File: config.mk
export PLATFORM = sky130hd
export DESIGN_NAME = signed_int_to_decimal_ascii_unit
export DESIGN_NICKNAME = d
export VERILOG_FILES = /design/src/hdl/sidau_pkg.sv /design/src/hdl/signed_int_to_decimal_ascii_unit.sv /design/src/hdl/sidau_abs.sv /design/src/hdl/sidau_dabble.sv /design/src/hdl/sidau_lead.sv /design/src/hdl/sidau_serial.sv
export SDC_FILE = /design/constraint.sdc
export NUM_CORES = 1
export LEC_CHECK = 0
export BUFFER_PORTS_ARGS = -buffer_cell sky130_fd_sc_hd__buf_2
export CAP_MARGIN = 20
export CORE_AREA = 8 8 289 235
export CTS_BUF_LIST = sky130_fd_sc_hd__clkbuf_8 sky130_fd_sc_hd__clkbuf_16
export DETAILED_ROUTE_END_ITERATION = 8
export DIE_AREA = 0 0 297 243
export PLACE_DENSITY_LB_ADDON = 0.25
export SETUP_SLACK_MARGIN = 0.5
export SYNTH_ARGS = -nofsm -noshare
export SYNTH_HDL_FRONTEND = slang
export SYNTH_SLANG_ARGS = --single-unit
File: constraint.sdc
create_clock -name i_clk -period 6.7 [get_ports i_clk]
set_clock_uncertainty 0.1 [all_clocks]
set_input_delay 0 -clock i_clk [delete_from_list [all_inputs] [get_ports i_clk]]
set_output_delay 0 -clock i_clk [all_outputs]
set_load 0.05 [all_outputs]
File: src/hdl/sidau_pkg.sv
`timescale 1ns / 1ps

package sidau_pkg;

    // One ASCII character as it leaves the block.
    typedef logic [6:0] t_char;

    // One packed decimal digit.
    localparam int DIGIT_W = 4;
    typedef logic [DIGIT_W-1:0] t_digit;

    // Character codes.
    localparam t_char CH_ZERO  = 7'h30;
    localparam t_char CH_MINUS = 7'h2D;

    // At most this many shift-and-add-three steps per stage.
    localparam int DABBLE_STEPS = 4;

endpackage

File: src/hdl/signed_int_to_decimal_ascii_unit.sv
`timescale 1ns / 1ps
// Stages from an accepted item to its first character: one magnitude stage, the
// conversion stages, one stage for the leading digit and the character register.
// Output: one character a cycle while the receiver does not stall, so an item
// occupies the output for 1 to MAX_DIGITS + 1 characters, set by its text length.
// Reset is synchronous and active low; it empties every stage and nothing needs clearing.

module signed_int_to_decimal_ascii_unit #(
    parameter int VALUE_WIDTH = 32,
    parameter int MAX_DIGITS  = 10
) (
    input  logic                          i_clk,
    input  logic                          i_rst_n,
    input  logic                          i_valid,
    output logic                          o_stall,
    input  logic signed [VALUE_WIDTH-1:0] i_value,
    output logic                          o_valid,
    input  logic                          i_stall,
    output sidau_pkg::t_char              o_character,
    output logic                          o_last
);

    import sidau_pkg::*;

    // Enough digits for any magnitude of VALUE_WIDTH bits.
    localparam int BCD_DIGITS = (VALUE_WIDTH * 3) / 10 + 1;
    localparam int BCD_W      = BCD_DIGITS * DIGIT_W;
    localparam int POS_W      = $clog2(BCD_DIGITS);
    localparam int NSTG       = (VALUE_WIDTH + DABBLE_STEPS - 1) / DABBLE_STEPS;

    logic                   abs_ready;
    logic                   stg_valid [NSTG+1];
    logic                   stg_ready [NSTG+1];
    logic                   stg_neg   [NSTG+1];
    logic [VALUE_WIDTH-1:0] stg_bin   [NSTG+1];
    logic [BCD_W-1:0]       stg_bcd   [NSTG+1];
    logic                   lead_valid;
    logic                   lead_ready;
    logic                   lead_neg;
    logic [BCD_W-1:0]       lead_bcd;
    logic [POS_W-1:0]       lead_pos;
    logic                   serial_ready;

    assign o_stall = !abs_ready;

    // Sign and magnitude.
    sidau_abs #(
        .VALUE_WIDTH(VALUE_WIDTH)
    ) u_abs (
        .i_clk   (i_clk),
        .i_rst_n (i_rst_n),
        .i_valid (i_valid),
        .o_ready (abs_ready),
        .i_value (i_value),
        .o_valid (stg_valid[0]),
        .i_ready (stg_ready[0]),
        .o_neg   (stg_neg[0]),
        .o_mag   (stg_bin[0])
    );

    assign stg_bcd[0] = '0;

    // Binary to packed decimal, a few bits per stage.
    for (genvar k = 0; k < NSTG; k++) begin : g_dabble
        localparam int LEFT  = VALUE_WIDTH - k * DABBLE_STEPS;
        localparam int STEPS = (LEFT > DABBLE_STEPS) ? DABBLE_STEPS : LEFT;

        sidau_dabble #(
            .VALUE_WIDTH(VALUE_WIDTH),
            .BCD_DIGITS (BCD_DIGITS),
            .STEPS      (STEPS)
        ) u_dabble (
            .i_clk   (i_clk),
            .i_rst_n (i_rst_n),
            .i_valid (stg_valid[k]),
            .o_ready (stg_ready[k]),
            .i_neg   (stg_neg[k]),
            .i_bin   (stg_bin[k]),
            .i_bcd   (stg_bcd[k]),
            .o_valid (stg_valid[k+1]),
            .i_ready (stg_ready[k+1]),
            .o_neg   (stg_neg[k+1]),
            .o_bin   (stg_bin[k+1]),
            .o_bcd   (stg_bcd[k+1])
        );
    end

    assign stg_ready[NSTG] = lead_ready;

    // First digit to send.
    sidau_lead #(
        .BCD_DIGITS(BCD_DIGITS),
        .MAX_DIGITS(MAX_DIGITS)
    ) u_lead (
        .i_clk   (i_clk),
        .i_rst_n (i_rst_n),
        .i_valid (stg_valid[NSTG]),
        .o_ready (lead_ready),
        .i_neg   (stg_neg[NSTG]),
        .i_bcd   (stg_bcd[NSTG]),
        .o_valid (lead_valid),
        .i_ready (serial_ready),
        .o_neg   (lead_neg),
        .o_bcd   (lead_bcd),
        .o_pos   (lead_pos)
    );

    // Character output.
    sidau_serial #(
        .BCD_DIGITS(BCD_DIGITS)
    ) u_serial (
        .i_clk       (i_clk),
        .i_rst_n     (i_rst_n),
        .i_valid     (lead_valid),
        .o_ready     (serial_ready),
        .i_neg       (lead_neg),
        .i_bcd       (lead_bcd),
        .i_pos       (lead_pos),
        .o_valid     (o_valid),
        .i_stall     (i_stall),
        .o_character (o_character),
        .o_last      (o_last)
    );

`ifndef SYNTHESIS
    // Every character is a minus sign or a decimal digit.
    a_char_range: assert property (@(posedge i_clk) disable iff (!i_rst_n)
        o_valid |-> (o_character == CH_MINUS ||
                     (o_character >= CH_ZERO && o_character <= t_char'(CH_ZERO + 7'd9))))
        else $error("character outside the digit set");

    // A minus sign never ends an item's text.
    a_minus_not_last: assert property (@(posedge i_clk) disable iff (!i_rst_n)
        (o_valid && o_character == CH_MINUS) |-> !o_last)
        else $error("minus sign marked last");

    // A sign is followed at once by a digit of the same item.
    a_digit_after_minus: assert property (@(posedge i_clk) disable iff (!i_rst_n)
        (o_valid && !i_stall && o_character == CH_MINUS) |=>
            (o_valid && o_character != CH_MINUS))
        else $error("no digit straight after the minus sign");

    // An item's text leaves without gaps.
    a_no_gap: assert property (@(posedge i_clk) disable iff (!i_rst_n)
        (o_valid && !i_stall && !o_last) |=> o_valid)
        else $error("gap inside an item's text");
`endif

endmodule

File: src/hdl/sidau_abs.sv
`timescale 1ns / 1ps

module sidau_abs #(
    parameter int VALUE_WIDTH = 32
) (
    input  logic                   i_clk,
    input  logic                   i_rst_n,
    input  logic                   i_valid,
    output logic                   o_ready,
    input  logic [VALUE_WIDTH-1:0] i_value,
    output logic                   o_valid,
    input  logic                   i_ready,
    output logic                   o_neg,
    output logic [VALUE_WIDTH-1:0] o_mag
);

    logic                   r_valid;
    logic                   r_neg;
    logic [VALUE_WIDTH-1:0] r_mag;
    logic [VALUE_WIDTH-1:0] n_mag;

    // The stage takes an item when it is empty or its item moves on.
    assign o_ready = !r_valid || i_ready;

    // Magnitude taken unsigned, so the most negative value needs no extra bit.
    always_comb begin
        if (i_value[VALUE_WIDTH-1]) begin
            n_mag = VALUE_WIDTH'(~i_value + VALUE_WIDTH'(1));
        end else begin
            n_mag = i_value;
        end
    end

    always_ff @(posedge i_clk) begin
        if (!i_rst_n) begin
            r_valid <= 1'b0;
        end else if (o_ready) begin
            r_valid <= i_valid;
        end
    end

    always_ff @(posedge i_clk) begin
        if (o_ready && i_valid) begin
            r_neg <= i_value[VALUE_WIDTH-1];
            r_mag <= n_mag;
        end
    end

    assign o_valid = r_valid;
    assign o_neg   = r_neg;
    assign o_mag   = r_mag;

endmodule

File: src/hdl/sidau_dabble.sv
`timescale 1ns / 1ps

module sidau_dabble #(
    parameter int VALUE_WIDTH = 32,
    parameter int BCD_DIGITS  = 10,
    parameter int STEPS       = 4
) (
    input  logic                      i_clk,
    input  logic                      i_rst_n,
    input  logic                      i_valid,
    output logic                      o_ready,
    input  logic                      i_neg,
    input  logic [VALUE_WIDTH-1:0]    i_bin,
    input  logic [BCD_DIGITS*4-1:0]   i_bcd,
    output logic                      o_valid,
    input  logic                      i_ready,
    output logic                      o_neg,
    output logic [VALUE_WIDTH-1:0]    o_bin,
    output logic [BCD_DIGITS*4-1:0]   o_bcd
);

    import sidau_pkg::*;

    localparam int BCD_W = BCD_DIGITS * DIGIT_W;

    logic                   r_valid;
    logic                   r_neg;
    logic [VALUE_WIDTH-1:0] r_bin;
    logic [BCD_W-1:0]       r_bcd;
    logic [VALUE_WIDTH-1:0] n_bin;
    logic [BCD_W-1:0]       n_bcd;

    assign o_ready = !r_valid || i_ready;

    // A few shift-and-add-three steps: digits of five or more get three added,
    // then the top bit of the binary word shifts into the digit string.
    always_comb begin
        n_bcd = i_bcd;
        n_bin = i_bin;
        for (int s = 0; s < STEPS; s++) begin
            for (int d = 0; d < BCD_DIGITS; d++) begin
                if (n_bcd[d*DIGIT_W +: DIGIT_W] >= t_digit'(5)) begin
                    n_bcd[d*DIGIT_W +: DIGIT_W] = n_bcd[d*DIGIT_W +: DIGIT_W] + t_digit'(3);
                end
            end
            n_bcd = {n_bcd[BCD_W-2:0], n_bin[VALUE_WIDTH-1]};
            n_bin = {n_bin[VALUE_WIDTH-2:0], 1'b0};
        end
    end

    always_ff @(posedge i_clk) begin
        if (!i_rst_n) begin
            r_valid <= 1'b0;
        end else if (o_ready) begin
            r_valid <= i_valid;
        end
    end

    always_ff @(posedge i_clk) begin
        if (o_ready && i_valid) begin
            r_neg <= i_neg;
            r_bin <= n_bin;
            r_bcd <= n_bcd;
        end
    end

    assign o_valid = r_valid;
    assign o_neg   = r_neg;
    assign o_bin   = r_bin;
    assign o_bcd   = r_bcd;

endmodule

File: src/hdl/sidau_lead.sv
`timescale 1ns / 1ps

module sidau_lead #(
    parameter int BCD_DIGITS = 10,
    parameter int MAX_DIGITS = 10
) (
    input  logic                          i_clk,
    input  logic                          i_rst_n,
    input  logic                          i_valid,
    output logic                          o_ready,
    input  logic                          i_neg,
    input  logic [BCD_DIGITS*4-1:0]       i_bcd,
    output logic                          o_valid,
    input  logic                          i_ready,
    output logic                          o_neg,
    output logic [BCD_DIGITS*4-1:0]       o_bcd,
    output logic [$clog2(BCD_DIGITS)-1:0] o_pos
);

    import sidau_pkg::*;

    localparam int BCD_W = BCD_DIGITS * DIGIT_W;
    localparam int POS_W = $clog2(BCD_DIGITS);

    logic             r_valid;
    logic             r_neg;
    logic [BCD_W-1:0] r_bcd;
    logic [POS_W-1:0] r_pos;
    logic [POS_W-1:0] n_pos;

    assign o_ready = !r_valid || i_ready;

    // Position of the first digit to send: the highest non-zero digit (the
    // lowest one for zero), held back to the digit budget when it is smaller.
    always_comb begin
        int top;
        top = 0;
        for (int d = 0; d < BCD_DIGITS; d++) begin
            if (i_bcd[d*DIGIT_W +: DIGIT_W] != '0) begin
                top = d;
            end
        end
        if (top > MAX_DIGITS - 1) begin
            n_pos = POS_W'(MAX_DIGITS - 1);
        end else begin
            n_pos = POS_W'(top);
        end
    end

    always_ff @(posedge i_clk) begin
        if (!i_rst_n) begin
            r_valid <= 1'b0;
        end else if (o_ready) begin
            r_valid <= i_valid;
        end
    end

    always_ff @(posedge i_clk) begin
        if (o_ready && i_valid) begin
            r_neg <= i_neg;
            r_bcd <= i_bcd;
            r_pos <= n_pos;
        end
    end

    assign o_valid = r_valid;
    assign o_neg   = r_neg;
    assign o_bcd   = r_bcd;
    assign o_pos   = r_pos;

endmodule

File: src/hdl/sidau_serial.sv
`timescale 1ns / 1ps

module sidau_serial #(
    parameter int BCD_DIGITS = 10
) (
    input  logic                          i_clk,
    input  logic                          i_rst_n,
    input  logic                          i_valid,
    output logic                          o_ready,
    input  logic                          i_neg,
    input  logic [BCD_DIGITS*4-1:0]       i_bcd,
    input  logic [$clog2(BCD_DIGITS)-1:0] i_pos,
    output logic                          o_valid,
    input  logic                          i_stall,
    output sidau_pkg::t_char              o_character,
    output logic                          o_last
);

    import sidau_pkg::*;

    localparam int BCD_W = BCD_DIGITS * DIGIT_W;
    localparam int POS_W = $clog2(BCD_DIGITS);

    logic             r_valid;
    logic             r_minus;
    logic [BCD_W-1:0] r_bcd;
    logic [POS_W-1:0] r_pos;
    logic             w_take;
    logic             w_end;
    t_digit           w_digit;

    // A character leaves when it is shown and not stalled; the item ends on
    // the lowest digit once the minus sign has gone.
    assign w_take  = r_valid && !i_stall;
    assign w_end   = w_take && !r_minus && (r_pos == '0);
    assign o_ready = !r_valid || w_end;

    always_ff @(posedge i_clk) begin
        if (!i_rst_n) begin
            r_valid <= 1'b0;
        end else if (o_ready) begin
            r_valid <= i_valid;
        end
    end

    // Load a new item, or step from the sign to the digits and down the digits.
    always_ff @(posedge i_clk) begin
        if (o_ready && i_valid) begin
            r_minus <= i_neg;
            r_bcd   <= i_bcd;
            r_pos   <= i_pos;
        end else if (w_take) begin
            if (r_minus) begin
                r_minus <= 1'b0;
            end else begin
                r_pos <= r_pos - POS_W'(1);
            end
        end
    end

    // The character shown comes straight from the held state, so it holds
    // while the receiver stalls.
    assign w_digit     = r_bcd[{r_pos, 2'b00} +: DIGIT_W];
    assign o_character = r_minus ? CH_MINUS : t_char'(CH_ZERO + t_char'(w_digit));
    assign o_last      = !r_minus && (r_pos == '0);
    assign o_valid     = r_valid;

endmodule

==> results of run 1 <==
[power breakdown]
| group | internal, mW | leakage [nW] | switching, mW |
|---|---|---|---|
| clock network | 1.49 | 0.784 | 1.14 |
| logic | 0.349 | 8.34 | 0.456 |
| registers | 3.07 | 4.00 | 0.0263 |
| total | 4.91 | 13.1 | 1.62 |
[worst max-delay path, stage by stage (launching register included)]
cell and delay [ns]:
edfxtp_1 0.90, inv_1 0.15, ha_1 0.24, nor4b_1 0.15, nand2b_1 0.09, nand2_1 0.10, nor2_1 0.45, nand2_1 0.25
nor2_1 0.36, and3_1 0.41, and3_1 0.32, buf_2 0.36
[routing by layer]
metal | share of wire, % | vias up
met5 | 0.021 | -
met3 | 3.8 | 79
met4 | 1.9 | 2
met2 | 45 | 425
li1 | - | 12949
met1 | 49 | 11623
[cell families (layout without fill, tap and decap cells)]
group / Yosys count / in the layout / synth area share (%)
muxes: 139 / 139 / 4.90
xor gates and xnor gates: 170 / 170 / 4.75
other: 2 / 3 / 0.0236
adders and majority gates: 147 / 147 / 5.77
buffers and inverters: 317 / 419 / 3.81
DFF: 439 / 439 / 41.1
and+or+nand+nor: 1031 / 1031 / 15.9
AOI/OAI and AO/OA: 1166 / 1166 / 23.8
[area by class of cell]
type | instances | share of cell area, %
Tap cell | 850 | 3.03
Multi-Input combinational cell | 2655 | 50.3
Clock buffer | 47 | 3.35
Inverter | 213 | 2.28
Sequential cell | 439 | 37.2
Timing Repair Buffer | 118 | 2.74
Clock inverter | 41 | 1.09
Antenna cell | 1 | 0.00713
[path summary, 6_finish.rpt]
kind	cells after the start	endpoint	from	slack, ns
worst min register to register	0	g_dabble[2].u_dabble.o_neg$_DFFE_PP_	g_dabble[1].u_dabble.o_neg$_DFFE_PP_	0.32
worst min-delay path	2	u_abs.o_mag[0]$_DFFE_PP_	i_value[0]	0.12
worst max register to register	18	g_dabble[1].u_dabble.o_bcd[6]$_DFFE_PP_	g_dabble[0].u_dabble.o_bcd[0]$_DFFE_PP_	2.34
worst max-delay path	11	o_stall	u_serial.r_pos[0]$_DFFE_PP_	2.20
[repair_timing]
action	CTS	global route
hold buffers	64	0
hold endpoints to repair	83	0
resized for setup	0	0
[cells in the final DEF (no fill, tap or decap), drive strengths merged, types with 54 or more instances in the layout]
| master | n |
|---|---|
| nand3 | 56 |
| buf | 54 |
| a21oi | 264 |
| dlygate4sd3 | 64 |
| o21ai | 314 |
| a31oi | 55 |
| inv | 225 |
| nor3 | 67 |
| nor2 | 277 |
| ha | 146 |
| xnor2 | 142 |
| edfxtp | 428 |
| a21o | 58 |
| nand2 | 285 |
| nand2b | 85 |
| mux2i | 82 |
| a211oi | 54 |
[stage by stage]
stage	setup WS (ns)	hold WS, ns	utilization, %	power (mW)	instance area, µm²
floorplan	0.750	-0.00113	-	3.77	31800
global placement	2.45	0.135	51.9	3.90	32900
detailed placement	2.41	0.131	51.9	3.91	32900
CTS	2.05	0.0787	55.4	6.59	35100
global route	1.86	0.110	55.4	6.81	35100
finish	2.20	0.124	55.4	6.53	35100
[registers in the layout (all words and copies together) (netlist names)]
register                   flops
u_lead.o_pos                   4
g_dabble.u_dabble.o_bcd      185
u_lead.o_neg                   1
u_abs.o_valid                  1
g_dabble.u_dabble.o_neg        8
g_dabble.u_dabble.o_valid      8
u_abs.o_mag                   32
u_serial.o_valid               1
u_abs.o_neg                    1
u_serial.r_minus               1
u_serial.r_bcd                40
g_dabble.u_dabble.o_bin      112
u_lead.o_valid                 1
u_serial.r_pos                 4
u_lead.o_bcd                  40
==> key figures, run 1 <==
Status
  – Status: finished clean

Floorplan
  – Die ar.: 72,200 µm²
  – Starting Density: around 50%
  – Io pins: 46
  – Die Wd: roughly 300 µm
  – Standard-cell rows: a little over 80
  – Core area: about 63,000 µm²
  – Die Y: 243 µm

Routing
  – Antenna viol nets, final: 0
  – First drt pass iteration count: 5
  – Drt drc: 0
  – WL/cell: approximately 14 µm
  – Number of vias per cell: 5.75
  – Routed WL: between 60,000 and 70,000 µm
  – DR iter-0 viols: 1,505
  – Vias after detailed routing: about 25,000

Global routing
  – Initial antenna violation count: 2
  – GR Overflow Total: 0
  – GR peak layer: met2
  – First-pass GRT wire length: between 100,000 and 150,000 µm
  – Met3 Track Usage GR: under 10%
  – Largest net degree at the start of global routing: 42
  – Vias in the first global route: around 23,000
  – GRT met1 Usage: 22.6%
  – Met2 Track Usage GR: ~27%
  – GRT Resource Usage Total: 16.5%

Timing
  – Setup TNS: 0 ns
  – Endpoints failing setup: 0
  – Slew Viols, Final: 0
  – Minimum clock period: 4.50 ns
  – Final worst-path cycle share: 67.2%
  – Worst Max-Slew Pin Slew: about 1 ns
  – Fmax: 222 MHz
  – Slew Limit Headroom: 30.4%
  – Unrepaired setup endpoints after global routing: no
  – Hold Violations, Final: 0

Worst setup path
  – CP Class: register to primary output
  – Worst setup EP type: primary output
  – Crit path DAT: approximately 4.4 ns
  – CP Launch Type: register
  – Critical path data required time: 6.60 ns
  – Max Fanout on Critical Path: 15

Synthesis
  – Synth top cells by count: edfxtp_1, o21ai_0, nand2_1
  – Synth top area share: between 40 and 50%
  – Synth area leaders: edfxtp_1, ha_1, o21ai_0
  – Most frequent cell after synthesis: edfxtp_1
  – Ys flop type: edfxtp_1
  – EDFF count, synth: ~430
  – Flops & latches, synth: between 400 and 500
  – Post-synth cell types: 104
  – Part of the Yosys area used for sequential elements: 41.1%
  – Synth Instances: between 3,000 and 4,000
  – Synth area leader: edfxtp_1
  – Synth Area per Inst: 9.34 µm²
  – Warnings from Yosys: 0
  – Post-synth net total: 3,593
  – Async SR Flop Fraction: 0%
  – Cell Area, Synth: ~32,000 µm²

Flow run
  – Max Cap Violations: 0

Power and ir drop
  – Maximum vdd ir drop: 155 µV
  – Power per standard cell area: between 150 and 200 nW/µm²
  – Leak pwr: approximately 13 nW

Worst hold path
  – Min-delay worst type: input pin to register

Finish
  – Layout cell share with drive strength beyond 1: 7.91%
  – Area of the multi-input gates: ~18,000 µm²
  – Post-route insts no fill: between 4,000 and 5,000
  – Sequential Area: approximately 13,000 µm²
  – Fin nets: ~3,700
  – Fill cell count: around 5,500
  – Area Growth Syn to Fin: 10.3%

Clocking
  – Postcts setup bufs: 0
  – Clock sink total: 439
  – H-tree level count: 2
  – Total CTS buffers: 47
  – Worst-path clk slew: 0.07 ns
  – Clk Latency, worst-skew pair: around 0.6 ns
  – Clk buf depth: 3
  – CTS tree: yes
  – Root buf cell: clkbuf_16

Placement
  – HPWL after DPL: around 43,000 µm
  – Post-placement cell count: between 4,000 and 5,000
  – Placer congestion estimate: between 0.8 and 0.9
  – PortBufs: between 40 and 50
Power figures use the tool's default switching activity.
==> run 2, diff against run 1 <==
==> constraint.sdc (replaced) <==
create_clock -name i_clk -period 4.24 [get_ports i_clk]
set_clock_uncertainty 0.1 [all_clocks]
set_input_delay 0 -clock i_clk [delete_from_list [all_inputs] [get_ports i_clk]]
set_output_delay 0 -clock i_clk [all_outputs]
set_load 0.05 [all_outputs]
==> run 2 against run 1 <==
Net effect:
- combinational power grew 82%
- largest power group unchanged
- critical path depth grew 8
- clock power grew 60%
- power grew 62%
- non-clock buffer count grew 130
- cell count grew 2.9%
==> key figures, run 2 (synthesized netlist as in run 1, its figures left out) <==
Status
  – Status: finished clean

Global routing
  – GRT Resource Usage Total: 16.9% (+0.44 points)
  – GR Overflow Total: 0 (unchanged)
  – Largest net degree at the start of global routing: 46 (+9.5%)
  – First-pass GRT wire length: 109,000 µm (+2.3%)
  – Initial antenna violation count: 1 (-1)
  – Vias in the first global route: 23,236 (+1.5%)

Worst setup path
  – Crit-path slowest cell: edfxtp_1
  – Critical Path Source: g_dabble[0].u_dabble.o_bcd[1]$_DFFE_PP_
  – Max Fanout on Critical Path: 4 (-11)
  – Critical path depth: 19 (+8)
  – CP Launch Type: register
  – CP bufs+invs: 3 (+1)
  – Crit path DAT: 3.91 ns (-0.49 ns)
  – Reg2Reg Launch Point: g_dabble[0].u_dabble.o_bcd[1]$_DFFE_PP_
  – Critical path data required time: 4.50 ns (-2.10 ns)
  – CP Class: register to register
  – R2R cell count: 19 (+1)
  – CP peak stage delay: 0.42 ns (-0.48 ns)
  – Delay-heaviest family, CP: compound AO/OA/AOI/OAI gates
  – Worst setup EP type: register
  – Cell Chain, Critical Path: inv_1 > ha_2 > nand2b_4 > a21oi_4 > xnor2_2 > inv_2 > ha_4 > nand2b_4 > nor3_1 > mux2_4 > a211oi_2 > o311ai_2 > xnor2_2 > inv_2 > ha_4 > nand2_1 > a32oi_1 > a31o_2 > a221o_1

Routing
  – Number of vias per cell: 5.74 (about the same)
  – M1 WL: 30,900 µm (+1.7%)
  – DR iter-0 viols: 1,488 (-1.1%)
  – Antenna viol nets, final: 0 (unchanged)
  – WL met3: 2350 µm (-0.47%)
  – Metal2 WL: 31,500 µm (+12%)
  – WL/cell: 14.7 µm (+3.6%)
  – Drt drc: 0 (unchanged)
  – Top Layer Used: met4
  – Routed WL: 66,100 µm (+6.6%)
  – First drt pass iteration count: 6 (+1)
  – Vias after detailed routing: 25,791 (+2.8%)

Finish
  – Cell area after layout: 37,600 µm² (+7.0%)
  – Fin nets: 3,787 (+3.6%)
  – Finished Core Util: 59.3% (+3.9 points)
  – Max FFs per register: 185 (unchanged)
  – Area Growth Syn to Fin: 17.9%
  – Most frequent cells in the layout: edfxtp_1, nand2_1, nor2_1, o21ai_0, a21oi_1
  – Most common library cell in the layout ignoring fill and taps: edfxtp_1
  – Fill cell count: 5,241 (-4.4%)
  – Layout cell share with drive strength beyond 1: 18.4% (+10 points)

Floorplan
  – Die Y: 243 µm (unchanged)
  – Die Wd: 297 µm (unchanged)
  – Starting Density: 50.3% (unchanged)
  – Io pins: 46 (unchanged)
  – Core area: 63,300 µm² (unchanged)
  – Standard-cell rows: 83 (unchanged)
  – Die ar.: 72,200 µm² (unchanged)

Clocking
  – H-tree level count: 2 (unchanged)
  – Total CTS buffers: 48 (+2.1%)
  – Worst-path clk slew: 0.06 ns (about the same)
  – CTS tree: yes
  – Clk buf depth: 3 (unchanged)
  – Clock sink total: 439 (unchanged)
  – Root buf cell: clkbuf_16
  – Clk Latency, worst-skew pair: 0.61 ns (about the same)

Placement
  – Placement Cell Area: 33,300 µm² (+1.4%)
  – Place WS: 0.127 ns (-2.29 ns)
  – HPWL after DPL: 43,700 µm (+1.9%)
  – Placer congestion estimate: 0.828 (+1.1%)
  – PortBufs: 43 (unchanged)

Timing
  – Slew Limit Headroom: 25.4% (-5.0 points)
  – Worst Max-Slew Pin Slew: 1.10 ns (+0.0902 ns)
  – Final worst-path cycle share: 86.1%
  – Final worst slack: 0.590 ns (-1.61 ns)
  – Slew Viols, Final: 0 (unchanged)
  – Min Hold Slack: 0.0946 ns (-0.0292 ns)
  – Endpoints failing setup: 0 (unchanged)
  – Unrepaired setup endpoints after global routing: yes
  – Minimum clock period: 3.65 ns
  – Fmax: between 200 and 300 MHz
  – Hold Violations, Final: 0 (unchanged)
  – Setup TNS: 0 ns (unchanged)

Power and ir drop
  – Leak pwr: 14.0 nW (+7.0%)
  – Maximum vdd ir drop: 267 µV (+72%)
  – Power per standard cell area: 281 nW/µm² (+51%)

Worst hold path
  – HP Start: i_value[0]
  – Min-delay worst type: input pin to register
  – Hold depth: 2 (unchanged)

Flow run
  – Max Cap Violations: 0 (unchanged)
-- run 2: final cells by class --
type | instances | area [µm²] | area share [%]
Antenna cell | 1 | 2.50 | 0.00666
Clock buffer | 49 | 1230 | 3.27
Clock inverter | 36 | 353 | 0.940
Inverter | 213 | 807 | 2.15
Multi-Input combinational cell | 2655 | 19100 | 50.9
Sequential cell | 439 | 13100 | 34.8
Tap cell | 850 | 1060 | 2.83
Timing Repair Buffer | 248 | 1930 | 5.14
-- run 2: worst paths after layout --
path | endpoint | slack [ns]
worst min-delay path | u_abs.o_mag[0]$_DFFE_PP_ | 0.09
worst max-delay path | g_dabble[1].u_dabble.o_bcd[6]$_DFFE_PP_ | 0.59
worst min register to register | g_dabble[2].u_dabble.o_bin[22]$_DFFE_PP_ | 0.30
worst max register to register | g_dabble[1].u_dabble.o_bcd[6]$_DFFE_PP_ | 0.59
-- run 2: what timing repair did --
item	in CTS	in global routing
pin swaps	8	68
buffers inserted	16	69
setup endpoints to repair	49	127
resized for setup	37	296
hold buffers	59	0
hold endpoints to repair	50	0
cloned	0	0
-- run 2: report_power, final --
| part | internal [mW] | switching [mW] | leakage [nW] | total [mW] |
|---|---|---|---|---|
| logic | 0.669 | 0.802 | 9.25 | 1.47 |
| registers | 4.86 | 0.0402 | 4.00 | 4.90 |
| clock network | 2.42 | 1.77 | 0.796 | 4.19 |
| total | 7.94 | 2.61 | 14.0 | 10.6 |
-- run 2: metrics by stage --
stage	power, mW	cells
6_report	10.6	4491
5_1_grt	11.0	4491
4_1_cts	10.5	4420
3_5_place_dp	6.23	4260
3_3_place_gp	6.21	4260
2_1_floorplan	5.97	3411
-- run 2: layer usage --
layer	up-vias	global-route usage, %
met3	93	2.13
met4	0	4.31
li1	13186	-
met1	12040	22.9
met5	-	0
met2	472	28.6
==> run 3, diff against run 2 <==
--- a/config.mk
+++ b/config.mk
@@ -5,7 +5,7 @@
 export SDC_FILE = /design/constraint.sdc
 export NUM_CORES = 1
 export LEC_CHECK = 0
-export BUFFER_PORTS_ARGS = -buffer_cell sky130_fd_sc_hd__buf_2
+export BUFFER_PORTS_ARGS = -buffer_cell sky130_fd_sc_hd__clkbuf_2
 export CAP_MARGIN = 20
 export CORE_AREA = 8 8 289 235
 export CTS_BUF_LIST = sky130_fd_sc_hd__clkbuf_8 sky130_fd_sc_hd__clkbuf_16
==> run 3 against run 2 <==
Net effect:
- count of clock-buffer cells in the layout fell by 2
- first-iteration DRC count down 4.8%
- sequential power about the same
- die area did not move
- clock power barely moved
- cell count hardly changed
- final area decreased by 0.29%
- global-route usage decreased by 0.26 points
- setup slack worse by 0.0073 ns
==> key figures, run 3 (synthesized netlist as in run 1, its figures left out) <==
Floorplan
  – Starting Density: 50.3% (unchanged)
  – Die ar.: 72,200 µm² (unchanged)
  – Standard-cell rows: 83 (unchanged)
  – Io pins: 46 (unchanged)
  – Die Y: 243 µm (unchanged)
  – Die Wd: 297 µm (unchanged)
  – Core area: 63,300 µm² (unchanged)

Worst setup path
  – Critical path data required time: 4.49 ns (about the same)
  – Crit path to: g_dabble[1].u_dabble.o_bcd[6]$_DFFE_PP_
  – Critical path depth: 19 (unchanged)
  – Worst r2r dst: g_dabble[1].u_dabble.o_bcd[6]$_DFFE_PP_
  – Crit path DAT: 3.91 ns (about the same)
  – Critical Path Source: g_dabble[0].u_dabble.o_bcd[0]$_DFFE_PP_
  – Crit-path slowest cell: edfxtp_1
  – Max Fanout on Critical Path: 4 (unchanged)
  – Delay-heaviest family, CP: compound AO/OA/AOI/OAI gates
  – Reg2Reg Launch Point: g_dabble[0].u_dabble.o_bcd[0]$_DFFE_PP_
  – CP bufs+invs: 3 (unchanged)
  – R2R cell count: 19 (unchanged)
  – R2R setup slack: 0.58 ns (about the same)
  – CP peak stage delay: 0.43 ns (about the same)
  – Worst setup EP type: register
  – Cell Chain, Critical Path: inv_1 > ha_2 > nand2b_4 > a21oi_4 > xnor2_2 > inv_2 > ha_4 > nand2b_4 > nor3_1 > mux2_4 > a211oi_4 > o311ai_2 > xnor2_2 > inv_2 > ha_4 > nand2_1 > a32oi_1 > a31o_2 > a221o_1
  – CP Class: register to register
  – CP Launch Type: register

Routing
  – Drt drc: 0 (unchanged)
  – First drt pass iteration count: 6 (unchanged)
  – Routed WL: 64,900 µm (-1.9%)
  – Vias after detailed routing: 25,668 (-0.48%)
  – Antenna viol nets, final: 0 (unchanged)
  – DR iter-0 viols: 1,417 (-4.8%)
  – WL/cell: 14.5 µm (-1.8%)
  – Number of vias per cell: 5.72 (-0.43%)

Global routing
  – Met3 Track Usage GR: 2.15% (+0.018 points)
  – First-pass GRT wire length: 108,000 µm (-1.1%)
  – Vias in the first global route: 23,288 (+0.22%)
  – GR Overflow Total: 0 (unchanged)
  – GR peak layer: met2
  – Initial antenna violation count: 1 (unchanged)
  – Met2 Track Usage GR: 27.8% (-0.82 points)
  – GRT met1 Usage: 22.7% (-0.19 points)
  – GRT Resource Usage Total: 16.7% (-0.26 points)
  – Largest net degree at the start of global routing: 46 (unchanged)

Finish
  – Most frequent cells in the layout: edfxtp_1, nand2_1, nor2_1, o21ai_0, a21oi_1
  – Area Growth Syn to Fin: 17.6%
  – Fin nets: 3,785 (-0.053%)
  – Layout cell share with drive strength beyond 1: 17.9% (-0.46 points)
  – Most common library cell in the layout ignoring fill and taps: edfxtp_1
  – Max FFs per register: 185 (unchanged)

Timing
  – Fmax: 273 MHz (-0.20%)
  – Slew Limit Headroom: 34.6% (+9.2 points)
  – Setup TNS: 0 ns (unchanged)
  – Slew Viols, Final: 0 (unchanged)
  – Unrepaired setup endpoints after global routing: yes
  – Endpoints failing setup: 0 (unchanged)
  – Minimum clock period: 3.66 ns (+0.00732 ns)
  – Final worst-path cycle share: 86.3% (+0.17 points)
  – Hold Violations, Final: 0 (unchanged)
  – Worst Max-Slew Pin Slew: 0.969 ns (-0.136 ns)

Placement
  – HPWL after DPL: 43,500 µm (-0.46%)
  – PortBufs: 43 (unchanged)
  – Placer congestion estimate: 0.819 (-1.1%)

Clocking
  – Clock sink total: 439 (unchanged)
  – Worst-path clk slew: 0.06 ns (about the same)
  – Clk buf depth: 3 (unchanged)
  – Root buf cell: clkbuf_16
  – Total CTS buffers: 47 (-2.1%)
  – H-tree level count: 2 (unchanged)
  – CTS tree: yes
  – Clk Latency, worst-skew pair: 0.62 ns (about the same)

Flow run
  – Max Cap Violations: 0 (unchanged)

Power and ir drop
  – Leak pwr: 14.0 nW (-0.30%)
  – Power per standard cell area: 281 nW/µm² (+0.13%)
  – Total chip power: 10.5 mW (-0.16%)
  – Maximum vdd ir drop: 281 µV (+5.2%)

Worst hold path
  – Min-delay worst type: input pin to register
  – Hold depth: 1 (-1)

Status
  – Status: finished clean
run 3: worst min path at each step:
stage	start	to	slack, ns
floorplan	i_value[0]	u_abs.o_mag[0]$_DFFE_PP_	-0.001
global placement	i_value[0]	u_abs.o_mag[0]$_DFFE_PP_	0.16
detailed placement	i_value[0]	u_abs.o_mag[0]$_DFFE_PP_	0.16
CTS	i_value[0]	u_abs.o_mag[0]$_DFFE_PP_	0.05
global route	i_value[31]	u_abs.o_neg$_DFFE_PP_	0.13
finish	i_value[31]	u_abs.o_neg$_DFFE_PP_	0.11
run 3: final cells by class:
class                   count  area [µm²]
well taps                 850        1060
repair buffers            247        1920
clock inverters            37         383
inverters                 213         805
flip-flops and latches    439       13100
multi-input cells        2655       19000
diodes                      1        2.50
fillers                  5417       25900
clock buffers              47        1180
run 3: metal layers:
metal,part of all wire [%],wire length (µm)
met4,2.0,1270
met2,47,30600
met3,3.2,2100
met1,48,31000
met5,0,0
run 3: per-stage QoR:
step / hold WS (ns) / cell area, µm² / worst slack [ns] / instances / utilization [%]
after floorplan: -0.00113 / 32000 / 0.387 / 3411 / -
after global placement: 0.160 / 33300 / 0.240 / 4258 / 52.6
after detailed placement: 0.160 / 33300 / 0.128 / 4258 / 52.6
after CTS: 0.0542 / 35800 / 0.481 / 4416 / 56.6
after global routing: 0.127 / 37400 / 0.397 / 4489 / 59.1
final: 0.113 / 37400 / 0.582 / 4489 / 59.1
run 3: what timing repair did:
item                                    in CTS  in global routing
pin swaps                                   11                 58
hold endpoints to repair                    49                  0
setup buffers                               14                 72
endpoints found under the setup margin      48                124
resized for setup                           49                261
hold buffers                                60                  0
run 3: worst reg2reg max path: cells and delay by family, from the launching register on:
| family | cells | cell delay (ns) |
|---|---|---|
| AO/OA/AOI/OAI | 6 | 1.11 |
| adder cells (fa/ha/maj) | 3 | 0.57 |
| flip-flops | 1 | 0.43 |
| XOR/XNOR | 2 | 0.38 |
| multiplexers | 1 | 0.29 |
| buffers and inverters | 3 | 0.28 |
| AND/OR/NAND/NOR | 4 | 0.24 |
run 3: power breakdown:
group          internal, mW  switching [mW]  leakage [nW]  total [mW]
Combinational         0.662           0.798          9.23        1.46
Sequential             4.86          0.0401          4.00        4.90
Clock                  2.36            1.82         0.765        4.18
Total                  7.88            2.66          14.0        10.5
